<file path="src/hw/rtl/slic_pkg.sv">
// ----------------------------------------------------------------------------
// Sorted list intersection package
// Sizes, command codes, and the control and status bundles shared by the
// controller and the datapath.
// ----------------------------------------------------------------------------
package slic_pkg;

  localparam int MAX_LISTS  = 8;
  localparam int LIST_DEPTH = 1024;

  localparam int SEL_W  = $clog2(MAX_LISTS);
  localparam int PTR_W  = $clog2(LIST_DEPTH);
  localparam int LEN_W  = PTR_W + 1;
  localparam int CNT_W  = $clog2(MAX_LISTS + 1);
  localparam int ADDR_W = SEL_W + PTR_W;
  localparam int ID_W   = 31;
  localparam int DOC_W  = 32;
  localparam int IDX_W  = 3;
  localparam int CFG_W  = 4;
  localparam int IN_W   = 40;
  localparam int OUT_W  = 40;

  localparam logic signed [DOC_W-1:0] DOC_NONE      = '1;
  localparam logic signed [DOC_W-1:0] DOC_EXHAUSTED = {1'b0, {(DOC_W-1){1'b1}}};

  typedef enum logic [1:0] {
    CMD_APPEND  = 2'd0,
    CMD_CLEAR   = 2'd1,
    CMD_NEXT    = 2'd2,
    CMD_ADVANCE = 2'd3
  } cmd_t;

  typedef enum logic [1:0] {
    TGT_VALUE,
    TGT_NONE,
    TGT_GOT,
    TGT_DOC
  } tgt_t;

  typedef enum logic [1:0] {
    LSEL_LEAD,
    LSEL_SECOND,
    LSEL_ITER
  } lsel_t;

  typedef enum logic [2:0] {
    ST_IDLE,
    ST_START,
    ST_NEXT_BEGIN,
    ST_ADV_RD,
    ST_ADV_CMP,
    ST_DISPATCH,
    ST_ITER,
    ST_DONE
  } state_t;

  typedef enum logic [1:0] {
    PH_LEAD,
    PH_SECOND,
    PH_CATCH,
    PH_OTHER
  } phase_t;

  typedef struct packed {
    logic  append;
    logic  clear;
    logic  next_bump;
    logic  adv_begin;
    tgt_t  tgt;
    lsel_t lsel;
    logic  adv_read;
    logic  adv_step;
    logic  got_exh;
    logic  got_mem;
    logic  doc_load;
    logic  second_load;
    logic  iter_init;
    logic  iter_inc;
    logic  common_load;
    logic  out_load;
  } ctrl_t;

  typedef struct packed {
    cmd_t cmd;
    logic p_lt_len;
    logic mem_lt_target;
    logic moved;
    logic got_ne_doc;
    logic second_ne_got;
    logic got_gt_doc;
    logic iter_lt_n;
    logic out_free;
  } stat_t;

endpackage

</file>
<file path="src/hw/rtl/slic_ctrl.sv">
// ----------------------------------------------------------------------------
// Sorted list intersection controller
// Sequences append and clear, and the list advances and leapfrog rounds of one query.
// ----------------------------------------------------------------------------
module slic_ctrl (
  input  logic           clk,
  input  logic           rst,
  input  slic_pkg::stat_t stat,
  input  logic           accept,
  output slic_pkg::ctrl_t ctrl,
  output logic           in_ready
);
  import slic_pkg::*;

  state_t state, state_next;
  phase_t phase, phase_next;

  always_ff @(posedge clk) begin
    if (rst) begin
      state <= ST_IDLE;
      phase <= PH_LEAD;
    end else begin
      state <= state_next;
      phase <= phase_next;
    end
  end

  always_comb begin
    state_next = state;
    phase_next = phase;
    ctrl       = '0;
    ctrl.tgt   = TGT_GOT;
    ctrl.lsel  = LSEL_LEAD;
    in_ready   = 1'b0;
    unique case (state)
      ST_IDLE: begin
        in_ready = stat.out_free;
        // The datapath latches the item at the same edge.
        if (accept) begin
          state_next = ST_START;
        end
      end
      ST_START: begin
        unique case (stat.cmd)
          CMD_APPEND: begin
            ctrl.append = 1'b1;
            state_next  = ST_DONE;
          end
          CMD_CLEAR: begin
            ctrl.clear = 1'b1;
            state_next = ST_DONE;
          end
          CMD_NEXT: begin
            ctrl.next_bump = 1'b1;
            state_next     = ST_NEXT_BEGIN;
          end
          CMD_ADVANCE: begin
            ctrl.adv_begin = 1'b1;
            ctrl.tgt       = TGT_VALUE;
            ctrl.lsel      = LSEL_LEAD;
            phase_next     = PH_LEAD;
            state_next     = ST_ADV_RD;
          end
          default: state_next = ST_DONE;
        endcase
      end
      ST_NEXT_BEGIN: begin
        // After the step, reading the lead is an advance that never moves.
        ctrl.adv_begin = 1'b1;
        ctrl.tgt       = TGT_NONE;
        ctrl.lsel      = LSEL_LEAD;
        phase_next     = PH_LEAD;
        state_next     = ST_ADV_RD;
      end
      ST_ADV_RD: begin
        if (stat.p_lt_len) begin
          ctrl.adv_read = 1'b1;
          state_next    = ST_ADV_CMP;
        end else begin
          ctrl.got_exh = 1'b1;
          state_next   = ST_DISPATCH;
        end
      end
      ST_ADV_CMP: begin
        if (stat.mem_lt_target) begin
          ctrl.adv_step = 1'b1;
          state_next    = ST_ADV_RD;
        end else begin
          ctrl.got_mem = 1'b1;
          state_next   = ST_DISPATCH;
        end
      end
      ST_DISPATCH: begin
        unique case (phase)
          PH_LEAD: begin
            ctrl.doc_load  = 1'b1;
            ctrl.adv_begin = 1'b1;
            ctrl.tgt       = TGT_GOT;
            ctrl.lsel      = LSEL_SECOND;
            phase_next     = PH_SECOND;
            state_next     = ST_ADV_RD;
          end
          PH_SECOND: begin
            ctrl.second_load = 1'b1;
            if (stat.got_ne_doc) begin
              ctrl.adv_begin = 1'b1;
              ctrl.tgt       = TGT_GOT;
              ctrl.lsel      = LSEL_LEAD;
              phase_next     = PH_CATCH;
              state_next     = ST_ADV_RD;
            end else begin
              ctrl.iter_init = 1'b1;
              state_next     = ST_ITER;
            end
          end
          PH_CATCH: begin
            ctrl.doc_load = 1'b1;
            if (stat.second_ne_got) begin
              ctrl.adv_begin = 1'b1;
              ctrl.tgt       = TGT_GOT;
              ctrl.lsel      = LSEL_SECOND;
              phase_next     = PH_SECOND;
              state_next     = ST_ADV_RD;
            end else begin
              ctrl.iter_init = 1'b1;
              state_next     = ST_ITER;
            end
          end
          PH_OTHER: begin
            // Only a list that was behind the candidate and overshot it
            // sends the lead forward again.
            if (stat.moved && stat.got_gt_doc) begin
              ctrl.adv_begin = 1'b1;
              ctrl.tgt       = TGT_GOT;
              ctrl.lsel      = LSEL_LEAD;
              phase_next     = PH_LEAD;
              state_next     = ST_ADV_RD;
            end else begin
              ctrl.iter_inc = 1'b1;
              state_next    = ST_ITER;
            end
          end
          default: state_next = ST_IDLE;
        endcase
      end
      ST_ITER: begin
        if (stat.iter_lt_n) begin
          ctrl.adv_begin = 1'b1;
          ctrl.tgt       = TGT_DOC;
          ctrl.lsel      = LSEL_ITER;
          phase_next     = PH_OTHER;
          state_next     = ST_ADV_RD;
        end else begin
          ctrl.common_load = 1'b1;
          state_next       = ST_DONE;
        end
      end
      ST_DONE: begin
        ctrl.out_load = 1'b1;
        state_next    = ST_IDLE;
      end
      default: state_next = ST_IDLE;
    endcase
  end

  a_ready_only_idle: assert property (@(posedge clk) disable iff (rst)
    in_ready |-> state == ST_IDLE)
    else $error("input ready outside idle");

  a_accept_starts: assert property (@(posedge clk) disable iff (rst)
    accept |=> state == ST_START)
    else $error("accepted transaction did not start the controller");

endmodule

</file>
<file path="config.mk">
export PLATFORM = sky130hd
export DESIGN_NAME = slic_ctrl
export DESIGN_NICKNAME = d
export VERILOG_FILES = /design/src/hw/rtl/slic_pkg.sv /design/src/hw/rtl/slic_ctrl.sv
export SDC_FILE = /design/constraint.sdc
export NUM_CORES = 1
export LEC_CHECK = 0
export BUFFER_PORTS_ARGS = -buffer_cell sky130_fd_sc_hd__buf_4
export CAP_MARGIN = 20
export CORE_MARGIN = 2
export CORE_UTILIZATION = 47
export CTS_CLUSTER_SIZE = 30
export DETAILED_ROUTE_END_ITERATION = 7
export GPL_ROUTABILITY_DRIVEN = 0
export MAX_ROUTING_LAYER = met4
export PLACE_DENSITY = 0.83
export SETUP_SLACK_MARGIN = 0.3
export SYNTH_ARGS = -nofsm -noshare
export SYNTH_HDL_FRONTEND = slang
export SYNTH_SLANG_ARGS = --single-unit
</file>
<file path="constraint.sdc">
create_clock -name clk -period 4.32 [get_ports clk]
set_input_delay 1.08 -clock clk [delete_from_list [all_inputs] [get_ports clk]]
set_output_delay 1.08 -clock clk [all_outputs]
set_load 0.05 [all_outputs]
</file>
==> results of run 1 <==
[cells in the mapped netlist (all sizes together)]
master  number  area [um2]
clkbuf       1       3.750
nor4b        1       8.760
a311oi       1       15.01
nand3b       3       22.52
nor4bb       1       10.01
nor3         4       25.02
ha           4       50.05
and2         1       6.260
inv          3       11.26
nor2b        4       32.53
buf          3       15.01
a21oi        3       15.01
a211oi       2       15.01
nor3b        3       22.52
o221a        1       11.26
nor2         9       36.29
nand2b       7       46.30
a32oi        1       8.760
o31ai        1       7.510
o21ai        4       23.77
and3         2       12.51
dfxtp        5       100.1
mux2i        3       30.03
nor4         1       6.260
o221ai       1       8.760
a21o         2       15.01
o311ai       1       16.27
a21boi       1       7.510
nand3        1       5.000
nand2        5       21.27
[how the worst max path moves through the flow]
stage | cells after the start | end | start
floorplan | 1 | ctrl[6] | stat[6]
global placement | 5 | ctrl[14] | stat[5]
detailed placement | 5 | ctrl[14] | stat[3]
CTS | 5 | ctrl[14] | stat[3]
global route | 5 | ctrl[14] | stat[5]
finish | 5 | ctrl[14] | stat[3]
[state kept, by name, summed over array words and instances, names as in the netlist]
signal / cells
state: 3
phase: 2
[through the flow]
step                      total power, uW  setup slack, ns  cell area, um2
after floorplan                     133.8           0.5166           609.3
after global placement              163.3            1.377           840.8
after detailed placement            163.9            1.357           840.8
after CTS                           217.4            1.347           867.1
after global routing                228.5            1.293           867.1
final                               215.0            1.340           867.1
[critical path: stages]
cell and delay, ns:
buf_4 0.11, a21oi_1 0.19, a21o_1 0.19, o221ai_1 0.12, buf_4 0.20
[power by group]
group / leakage, uW / total, uW / switching, uW / internal (uW)
clock network: 0.0000150 / 51.4 / 16.6 / 34.7
registers: 0.0000409 / 63.0 / 13.3 / 49.8
logic: 0.000322 / 101 / 60.7 / 40.0
[cells by family (layout without fill, tap and decap cells)]
logic type,after synthesis,count (layout)
compound gates,18,18
fa+ha+maj,4,4
buf+inv,7,38
flops,5,5
mux,3,3
simple gates,42,42
[per-layer routing]
| metal | wire (um) | vias to the layer above | share of wire (%) | track usage, % |
|---|---|---|---|---|
| met4 | 0 | 0 | 0 | 5.172 |
| met1 | 693 | 300 | 48 | 26.17 |
| met2 | 685 | 14 | 48 | 32.66 |
| met3 | 58 | 0 | 4.0 | 1.667 |
| met5 | 0 | - | 0 | - |
| li1 | - | 351 | - | - |
[area by class of cell]
type,instances,area [um2],share of cell area (%)
multi-input cells,67,479.2,55.27
repair buffers,31,232.7,26.84
flip-flops and latches,5,100.1,11.54
clock buffers,4,26.28,3.030
well taps,14,17.52,2.020
inverters,3,11.26,1.299
==> run_results.csv, run 1 <==
group,metric,value,unit
clock_tree,cts_tree,"built",
floorplanning,rows,12,
logic_synthesis,synth_area,609.3,um2
layout,layout_commonest_cell,"buf_4",
layout,fin_nets,128,
floorplanning,dieWidth,40.01,um
sta,tightestPinTransition,0.6278,ns
pwr,leakage,0.0003778,uW
detailed_routing,viasPerCell,5.363,
clock_tree,cts_setup_buffers,0,
detailed_routing,route.detailed.drc,0,
detailed_routing,finalWirelength,1437,um
grt,grt_use_total,19.95,%
clock_tree,clk_latency,0.23,ns
sta,tns,0,ns
critical_path,crit_arrival,1.90,ns
logic_synthesis,post_synth_mux_area_share,4.928,%
sta,finalCritPeriodShare,68.99,%
clock_tree,cts-resized-gates,0,
place,port_buffers,31,
sta,fin_skew,0.004481,ns
logic_synthesis,synth_adder_area_share,8.214,%
min_path,min_from,"phase[0]",
grt,overflow,0,
min_path,holdPathEnd,"phase[0]",
sta,hold_ws,0.5276,ns
layout,fillers,102,
layout,area_growth_syn_to_layout,42.30,%
layout,stdcell_count,124,
pwr,ir_worst_vdd,0.2561,mV
place,hpwl,1115,um
critical_path,r2r-start,"phase[0]",
critical_path,reg2reg_to,"state[2]",
pwr,power_density,248.0,nW/um2
logic_synthesis,yosysWarnings,0,
place,dp.cells,120,
clock_tree,cts_hold_buf,0,
critical_path,end_kind,"primary output",
clock_tree,clk_pin_slew,0.04,ns
floorplanning,initial_utilization,52.71,%
run,maxCapViolCount,0,
status,status,"finished clean",
logic_synthesis,syn_nets,96,
clock_tree,clock_sinks,5,
logic_synthesis,synthCells,79,
logic_synthesis,synth_compound_area_share,23.61,%
grt,grt_pass1_vias,519,
grt,antenna_found_initial,0,
detailed_routing,antenna_left,0,
sta,maxSlewViolCount,0,
detailed_routing,drt_iter0_markers,10,
sta,clock.fmax,0.3355,GHz
floorplanning,die_area,1600,um2
clock_tree,numCtsBuffers,3,
sta,slew_headroom,58.09,%
logic_synthesis,synth_cell_types,37,
logic_synthesis,synth_seq_cells,5,
sta,rsz0062_at_grt,"false",
detailed_routing,firstDrtPassIters,4,
logic_synthesis,yosysSeqAreaShare,16.43,%
layout,utilization,75.00,%
logic_synthesis,synthSimpleGateAreaFrac,41.89,%
grt,grt_pass1_wl,2125,um
clock_tree,ctsLongestPathBuffers,2,
min_path,min-delay-path-class,"reg2reg",
clock_tree,clock-root-buffer,"clkbuf_4",
detailed_routing,wire_per_inst,11.59,um
logic_synthesis,synth_top_family_by_area,"simple AND/OR/NAND/NOR gates",
critical_path,start_kind,"input pin",
sta,period_minus_slack,2.980,ns
layout,layout_common_cells,"buf_4, nor2_1, nand2b_1, dfxtp_1",
detailed_routing,vias,665,
floorplanning,die_h,40.01,um
min_path,hold_path_depth,2,
critical_path,required,3.24,ns
logic_synthesis,syn_avg_cell_area,7.713,um2
floorplanning,io_pins,32,
sta,hold_violations,0,
floorplanning,fp.coreArea,1156,um2
sta,setup_viol,0,
clock_tree,ctsHtreeMaxLevel,1,
critical_path,worstSetupPathType,"in2out",
critical_path,rrSetupSlack,2.74,ns
grt,grt_max_degree,23,
critical_path,worstPathMaxFanout,2,
critical_path,reg2reg_depth,6,
logic_synthesis,synth-xor-area-share,0,%
layout,antennaDiodeCount,0,
layout,drive_above_1_share,38.18,%
(Power assumes the default switching activity.)
==> run 2: changes to the inputs <==
Settings changed: CORE_UTILIZATION 47 to 43, PLACE_DENSITY 0.83 to 0.77.
Clock period 4.32 ns to 2.8 ns, I/O delays scaled along.
==> run 2 against run 1 <==
- critical path depth rose by 1
- sequential cell count did not move
- clock power rose by 69%
- die area rose by 8.4%
- sequential share of layout area fell by 0.56 points
- first-iteration DRC count did not move
- worst setup slack got worse by 0.88 ns
- clock-buffer cell count did not move
- non-clock buffer count rose by 2
- global-route usage barely moved
- sequential power rose by 44%
==> run_results.csv, run 2 (synthesized netlist as in run 1, its figures left out) <==
group,metric,value,unit
layout,multi_input_area,506.7,um2
clock_tree,ctsHtreeMaxLevel,1,
grt,antenna_found_initial,0,
detailed_routing,vias,701,
grt,grt_use_met1,27.11,%
detailed_routing,route.detailed.drc,0,
layout,top_register,"state",
layout,layout_common_cells,"buf_4, nor2_1, nand2b_1, dfxtp_1",
critical_path,required,2.10,ns
status,status,"finished clean",
sta,hold_ws,0.5272,ns
critical_path,crit_arrival,1.64,ns
layout,drive_above_1_share,43.75,%
pwr,power_density,384.2,nW/um2
place,port_buffers,31,
sta,fin_ws,0.4598,ns
clock_tree,numCtsBuffers,3,
grt,grt_max_degree,16,
floorplanning,io_pins,32,
floorplanning,die_area,1734,um2
detailed_routing,viasPerCell,5.520,
layout,top_regs,"state: 3 flops, phase: 2 flops",
layout,layout_commonest_cell,"buf_4",
clock_tree,cts_hold_buf,0,
pwr,leakage,0.0003929,uW
layout,largest_reg_flops,3,
place,hpwl,1314,um
sta,tns,0,ns
layout,fillers,117,
sta,hold_violations,0,
sta,tightestPinTransition,0.5588,ns
sta,setup_viol,0,
critical_path,worstSetupPathType,"reg2out",
detailed_routing,antenna_left,0,
grt,use_met2,28.75,%
pwr,ir_worst_vdd,0.2927,mV
grt,grt_pass1_wl,2670,um
place,place_ws,0.5992,ns
detailed_routing,finalWirelength,1651,um
grt,grtUsageMet3,3.913,%
grt,overflow,0,
layout,area_growth_syn_to_layout,49.49,%
floorplanning,die_h,41.65,um
sta,clock.fmax,0.4273,GHz
grt,grt_pass1_vias,581,
critical_path,crit_path_top_delay_cell,"dfxtp_1",
sta,maxSlewViolCount,0,
detailed_routing,firstDrtPassIters,4,
clock_tree,cts_setup_buffers,0,
clock_tree,clk_latency,0.25,ns
sta,fin_skew,0.004445,ns
clock_tree,cts-resized-gates,0,
clock_tree,cts_tree,"built",
min_path,hold_path_depth,2,
run,maxCapViolCount,0,
critical_path,worstPathMaxFanout,4,
critical_path,cpPeakStageDelay,0.37,ns
min_path,min_from,"phase[0]",
sta,slew_headroom,62.70,%
clock_tree,clk_pin_slew,0.05,ns
grt,grt_use_total,20.00,%
clock_tree,ctsLongestPathBuffers,2,
min_path,holdPathEnd,"phase[0]",
clock_tree,clock-root-buffer,"clkbuf_4",
layout,fin_nets,130,
critical_path,r2r-start,"phase[0]",
floorplanning,initial_utilization,46.25,%
critical_path,end_kind,"primary output",
layout,seq_area,100.1,um2
critical_path,reg2reg_to,"state[2]",
layout,utilization,69.14,%
floorplanning,dieWidth,41.65,um
critical_path,crit_chain,"inv_1 > ha_1 > a21oi_1 > a21o_1 > o221ai_1 > buf_4",
layout,antennaDiodeCount,0,
floorplanning,rows,13,
detailed_routing,wire_per_inst,13.00,um
detailed_routing,drt_iter0_markers,10,
min_path,min-delay-path-class,"reg2reg",
critical_path,rrSetupSlack,1.15,ns
clock_tree,clock_sinks,5,
floorplanning,fp.coreArea,1318,um2
sta,period_minus_slack,2.340,ns
critical_path,start_kind,"flip-flop",
critical_path,reg2reg_depth,6,
grt,top_usage_layer,"met2",
sta,finalCritPeriodShare,83.58,%
sta,rsz0062_at_grt,"false",
[run 2: cell types whose count changed in the layout (fill, tap and decap cells not counted), sizes merged]
cell  delta
buf      +2
[run 2: cell type report]
class	instances	area share, %
Timing Repair Buffer	33	27.20
Multi-Input combinational cell	67	55.63
Inverter	3	1.236
Tap cell	15	2.060
Sequential cell	5	10.99
Clock buffer	4	2.885
[run 2: how the worst max path moves through the flow]
stage          startpoint  slack [ns]  cells after the start       end
3_3_place_gp      stat[5]        0.62                      5  ctrl[14]
6_report         phase[0]        0.46                      6  ctrl[14]
5_1_grt          phase[1]        0.31                      6  ctrl[14]
2_1_floorplan    state[0]        0.24                      3   ctrl[7]
4_1_cts          state[1]        0.46                      5  ctrl[14]
3_5_place_dp      stat[5]        0.60                      5  ctrl[14]
[run 2: power breakdown]
part,switching (uW),leakage (uW),internal [uW]
Sequential,14.2,0.0000409,76.6
Combinational,105,0.000337,66.8
Clock,32.8,0.0000150,54.1
Total,152,0.000393,198
[run 2: critical path, delay by kind of cell, from the launching register on]
kind	cells	cell delay, ns
flops	1	0.37
buf+inv	2	0.29
compound gates	3	0.49
fa+ha+maj	1	0.24
[run 2: routing by layer]
metal	up-vias	wire length [um]
met5	-	0
met4	0	17
met3	2	88
met2	25	787
met1	318	758
li1	356	-
[run 2: through the flow]
stage	instance area [um2]	power, uW	std cells
3_3_place_gp	884.6	261.2	123
4_1_cts	910.9	353.0	127
6_report	910.9	350.0	127
2_1_floorplan	636.9	210.2	79
3_5_place_dp	884.6	263.9	123
5_1_grt	910.9	367.9	127
==> run 3: changes to the inputs <==
Settings changed: ABC_AREA set to 1, CORE_UTILIZATION 43 to 38, PLACE_DENSITY 0.77 to 0.74.
Clock period 2.8 ns to 1.9 ns, I/O delays scaled along.
==> run 3 against run 2 <==
- the flow now stops in global routing
- synthesized area decreased by 8.6%
- synthesized cell count increased by 35%
==> run_results.csv, run 3 <==
group,metric,value,unit
status,status,"stopped before the end",
status,lastStage,"global routing",
status,first-error,"[ERROR DPL-0038] Utilization greater than 100%, impossible to legalize",
sta,worst_path_end_type,"primary output",
logic_synthesis,yosysSeqAreaShare,17.98,%
clock_tree,numCtsBuffers,3,
floorplanning,rows,13,
logic_synthesis,ys_top_cells_by_count,"nand2_1, nor2_1, inv_1",
logic_synthesis,synth_ff_type,"dfxtp_1",
logic_synthesis,syn_avg_cell_area,5.204,um2
floorplanning,initial_utilization,41.74,%
clock_tree,clock_sinks,5,
logic_synthesis,yosysWarnings,0,
logic_synthesis,synth_area_leaders,"dfxtp_1, nand2_1, nor2_1",
clock_tree,ctsHtreeMaxLevel,1,
logic_synthesis,async_reset_ff_share,0,%
place,port_buffers,31,
clock_tree,ctsLongestPathBuffers,2,
floorplanning,die_h,42.28,um
logic_synthesis,syn_nets,124,
logic_synthesis,synth_seq_cells,5,
floorplanning,dieWidth,42.28,um
logic_synthesis,yosysTopAreaCell,"dfxtp_1",
logic_synthesis,synthCells,107,
floorplanning,io_pins,32,
grt,grt_max_degree,7,
logic_synthesis,synth_edf_count,0,
logic_synthesis,synth_area,556.8,um2
sta,crit_endpoint,"ctrl[14]",
logic_synthesis,synth_cell_types,14,
place,hpwl,1345,um
logic_synthesis,synth_top_area_share,17.98,%
clock_tree,clock-root-buffer,"clkbuf_4",
-- run 3: cells by family after synthesis --
| group | count (synthesis) | share of synthesized area [%] |
|---|---|---|
| buf+inv | 25 | 16.85 |
| flops | 5 | 17.98 |
| fa+ha+maj | 4 | 8.989 |
| simple gates | 61 | 43.82 |
| compound gates | 12 | 12.36 |
-- run 3: stage by stage --
step                setup slack, ns  std cells  setup TNS (ns)  cell area, um2  hold slack [ns]
detailed placement          0.05570        156               0           907.1           0.5213
floorplan                   -0.3299        107         -0.4439           633.1           0.4973
CTS                        -0.02536        172        -0.02536            1211           0.3846
global placement             0.1033        156               0           907.1           0.5149
-- run 3: timing repair --
action	in CTS
endpoints found under the setup margin	19
hold buffers	0
gates resized for setup	58
gates cloned	0
pin swaps	11
buffers inserted	12
==> run 4: changes to the inputs <==
Settings changed: CORE_AREA set to 2 2 63 65, CORE_MARGIN 2 to not set, CORE_UTILIZATION 38 to not set, CTS_CLUSTER_SIZE 30 to not set, DIE_AREA set to 0 0 65 67, MAX_ROUTING_LAYER met4 to not set, PLACE_DENSITY 0.74 to not set, PLACE_DENSITY_LB_ADDON set to 0.15, SETUP_SLACK_MARGIN 0.3 to not set.
Clock period 1.9 ns to 2.5 ns, I/O delays scaled along.
==> run 4 against run 3 <==
- synthesized area unchanged
- the run now ends clean
- synthesized cell count unchanged
==> run_results.csv, run 4 <==
group,metric,value,unit
clock_tree,cts_setup_buffers,0,
floorplanning,io_pins,32,
clock_tree,ctsHtreeMaxLevel,1,
sta,period_minus_slack,2.205,ns
min_path,hold_path_depth,2,
place,port_buffers,31,
critical_path,r2r-start,"phase[1]",
sta,fin_skew,0.003901,ns
grt,grt_pass1_vias,663,
status,status,"finished clean",
logic_synthesis,synth_seq_cells,5,
clock_tree,numCtsBuffers,3,
run,maxCapViolCount,0,
logic_synthesis,synthCells,107,
logic_synthesis,synth_area,556.8,um2
sta,hold_ws,0.5297,ns
layout,area_growth_syn_to_layout,61.12,%
clock_tree,clk_pin_slew,0.03,ns
grt,overflow,0,
detailed_routing,antenna_left,0,
layout,drive_above_1_share,26.06,%
sta,maxSlewViolCount,0,
detailed_routing,route.detailed.drc,0,
detailed_routing,wire_per_inst,9.253,um
clock_tree,cts_hold_buf,0,
logic_synthesis,synth_edf_count,0,
clock_tree,ctsLongestPathBuffers,2,
grt,grt_use_total,8.399,%
layout,stdcell_count,190,
critical_path,worstSetupPathType,"reg2out",
floorplanning,initial_utilization,15.44,%
place,dp.cells,186,
logic_synthesis,yosysTopAreaCell,"dfxtp_1",
clock_tree,clock_sinks,5,
sta,setup_viol,0,
logic_synthesis,synth_cell_types,14,
pwr,p_seq_share,20.2,%
sta,slew_headroom,78.95,%
critical_path,worstPathMaxFanout,4,
pwr,p_sw_share,46.35,%
pwr,ir_worst_vdd,0.2307,mV
layout,utilization,24.88,%
floorplanning,dieWidth,65,um
pwr,leakage,0.0005146,uW
critical_path,reg2reg_to,"phase[1]",
grt,grt_max_degree,8,
critical_path,crit_arrival,1.58,ns
critical_path,start_kind,"flip-flop",
floorplanning,die_area,4355,um2
detailed_routing,firstDrtPassIters,4,
layout,largest_reg_flops,3,
logic_synthesis,syn_avg_cell_area,5.204,um2
min_path,min_from,"phase[1]",
critical_path,rrSetupSlack,1.08,ns
min_path,holdPathEnd,"phase[1]",
layout,fin_nets,160,
logic_synthesis,syn_nets,124,
grt,antenna_found_initial,0,
grt,grt_pass1_wl,2808,um
layout,top_register,"state",
pwr,net-switching-power,263.6,uW
logic_synthesis,synth_area_leaders,"dfxtp_1, nand2_1, nor2_1",
sta,rsz0062_at_grt,"false",
detailed_routing,drt_iter0_markers,37,
logic_synthesis,ys_top_cells_by_count,"nand2_1, nor2_1, inv_1",
pwr,p_comb_share,54.4,%
detailed_routing,viasPerCell,3.800,
floorplanning,fp.coreArea,3606,um2
logic_synthesis,async_reset_ff_share,0,%
sta,tns,0,ns
sta,clock.fmax,0.4535,GHz
min_path,min-delay-path-class,"reg2reg",
floorplanning,die_h,67,um
logic_synthesis,synth_ff_type,"dfxtp_1",
layout,layout_commonest_cell,"buf_4",
sta,tightestPinTransition,0.3145,ns
sta,hold_violations,0,
critical_path,required,1.88,ns
logic_synthesis,synth_top_area_share,17.98,%
floorplanning,rows,22,
place,hpwl,1543,um
clock_tree,cts_tree,"built",
logic_synthesis,yosysSeqAreaShare,17.98,%
detailed_routing,finalWirelength,1758,um
clock_tree,clock-root-buffer,"clkbuf_8",
critical_path,reg2reg_depth,8,
logic_synthesis,yosysWarnings,0,
critical_path,end_kind,"primary output",
layout,antennaDiodeCount,0,
clock_tree,clk_latency,0.22,ns
clock_tree,cts-resized-gates,0,
layout,layout_common_cells,"buf_4, nor2_1, inv_1, nand2_1, nand3_1",
pwr,power_frac_clock,25.4,%
pwr,power_density,634.0,nW/um2
pwr,internal_power,305.2,uW
detailed_routing,vias,722,
sta,finalCritPeriodShare,88.19,%
layout,top_regs,"state: 3 flops, phase: 2 flops",
==> run 4: power groups by stage <==
stage | Combinational [uW] | Clock, uW | Sequential, uW
after floorplan | 223 | 0 | 112
after global placement | 311 | 0 | 116
after detailed placement | 311 | 0 | 116
after CTS | 313 | 148 | 115
after global routing | 344 | 154 | 119
final | 309 | 144 | 115
==> run 4: area by class of cell <==
cell class                 count  area (um2)
inverter                      25       93.84
multi-input combinational     77       365.4
sequential                     5       100.1
fill                         425        2709
timing repair buffer          31       232.7
tap                           48       60.06
clock buffer                   4       45.04
==> run 4: kinds of logic (layout without fill, tap and decap cells) <==
family | count (synthesis) | after routing | share of synthesized area, %
AO/OA/AOI/OAI | 12 | 12 | 12.36
buffers and inverters | 25 | 60 | 16.85
AND/OR/NAND/NOR | 61 | 61 | 43.82
flip-flops | 5 | 5 | 17.98
adder cells (fa/ha/maj) | 4 | 4 | 8.989
==> run 4: per-layer routing <==
layer / global-route usage (%) / wire [um] / vias to the layer above
met1: 10.06 / 800 / 305
met3: 2.365 / 103 / 2
met4: 3.989 / 20 / 0
li1: - / - / 399
met5: 0 / 0 / -
met2: 13.79 / 833 / 16
==> run 4: through the flow <==
| step | cell area [um2] | setup slack, ns | power, uW |
|---|---|---|---|
| 6_report | 897.1 | 0.2952 | 568.8 |
| 5_1_grt | 897.1 | 0.08846 | 616.8 |
| 4_1_cts | 897.1 | 0.2655 | 575.6 |
| 3_5_place_dp | 852.1 | 0.4339 | 427.6 |
| 3_3_place_gp | 852.1 | 0.4469 | 427.5 |
| 2_1_floorplan | 559.3 | 0.04501 | 334.9 |
==> run 4: worst max-delay path by stage <==
| stage | from | endpoint | slack [ns] | cells after the start |
|---|---|---|---|---|
| final | phase[0] | ctrl[14] | 0.30 | 7 |
| after global routing | phase[0] | ctrl[14] | 0.09 | 7 |
| after global placement | stat[3] | ctrl[14] | 0.45 | 6 |
| after detailed placement | stat[3] | ctrl[14] | 0.43 | 6 |
| after floorplan | state[1] | ctrl[14] | 0.05 | 5 |
| after CTS | phase[0] | ctrl[14] | 0.27 | 7 |
==> run 4: critical path, cell delays in order, from the launching register on <==
cell,delay [ns]
dfxtp_1,0.37
inv_1,0.08
ha_1,0.23
a21oi_1,0.18
a31oi_1,0.13
nor2_1,0.14
nand2_2,0.05
buf_4,0.19
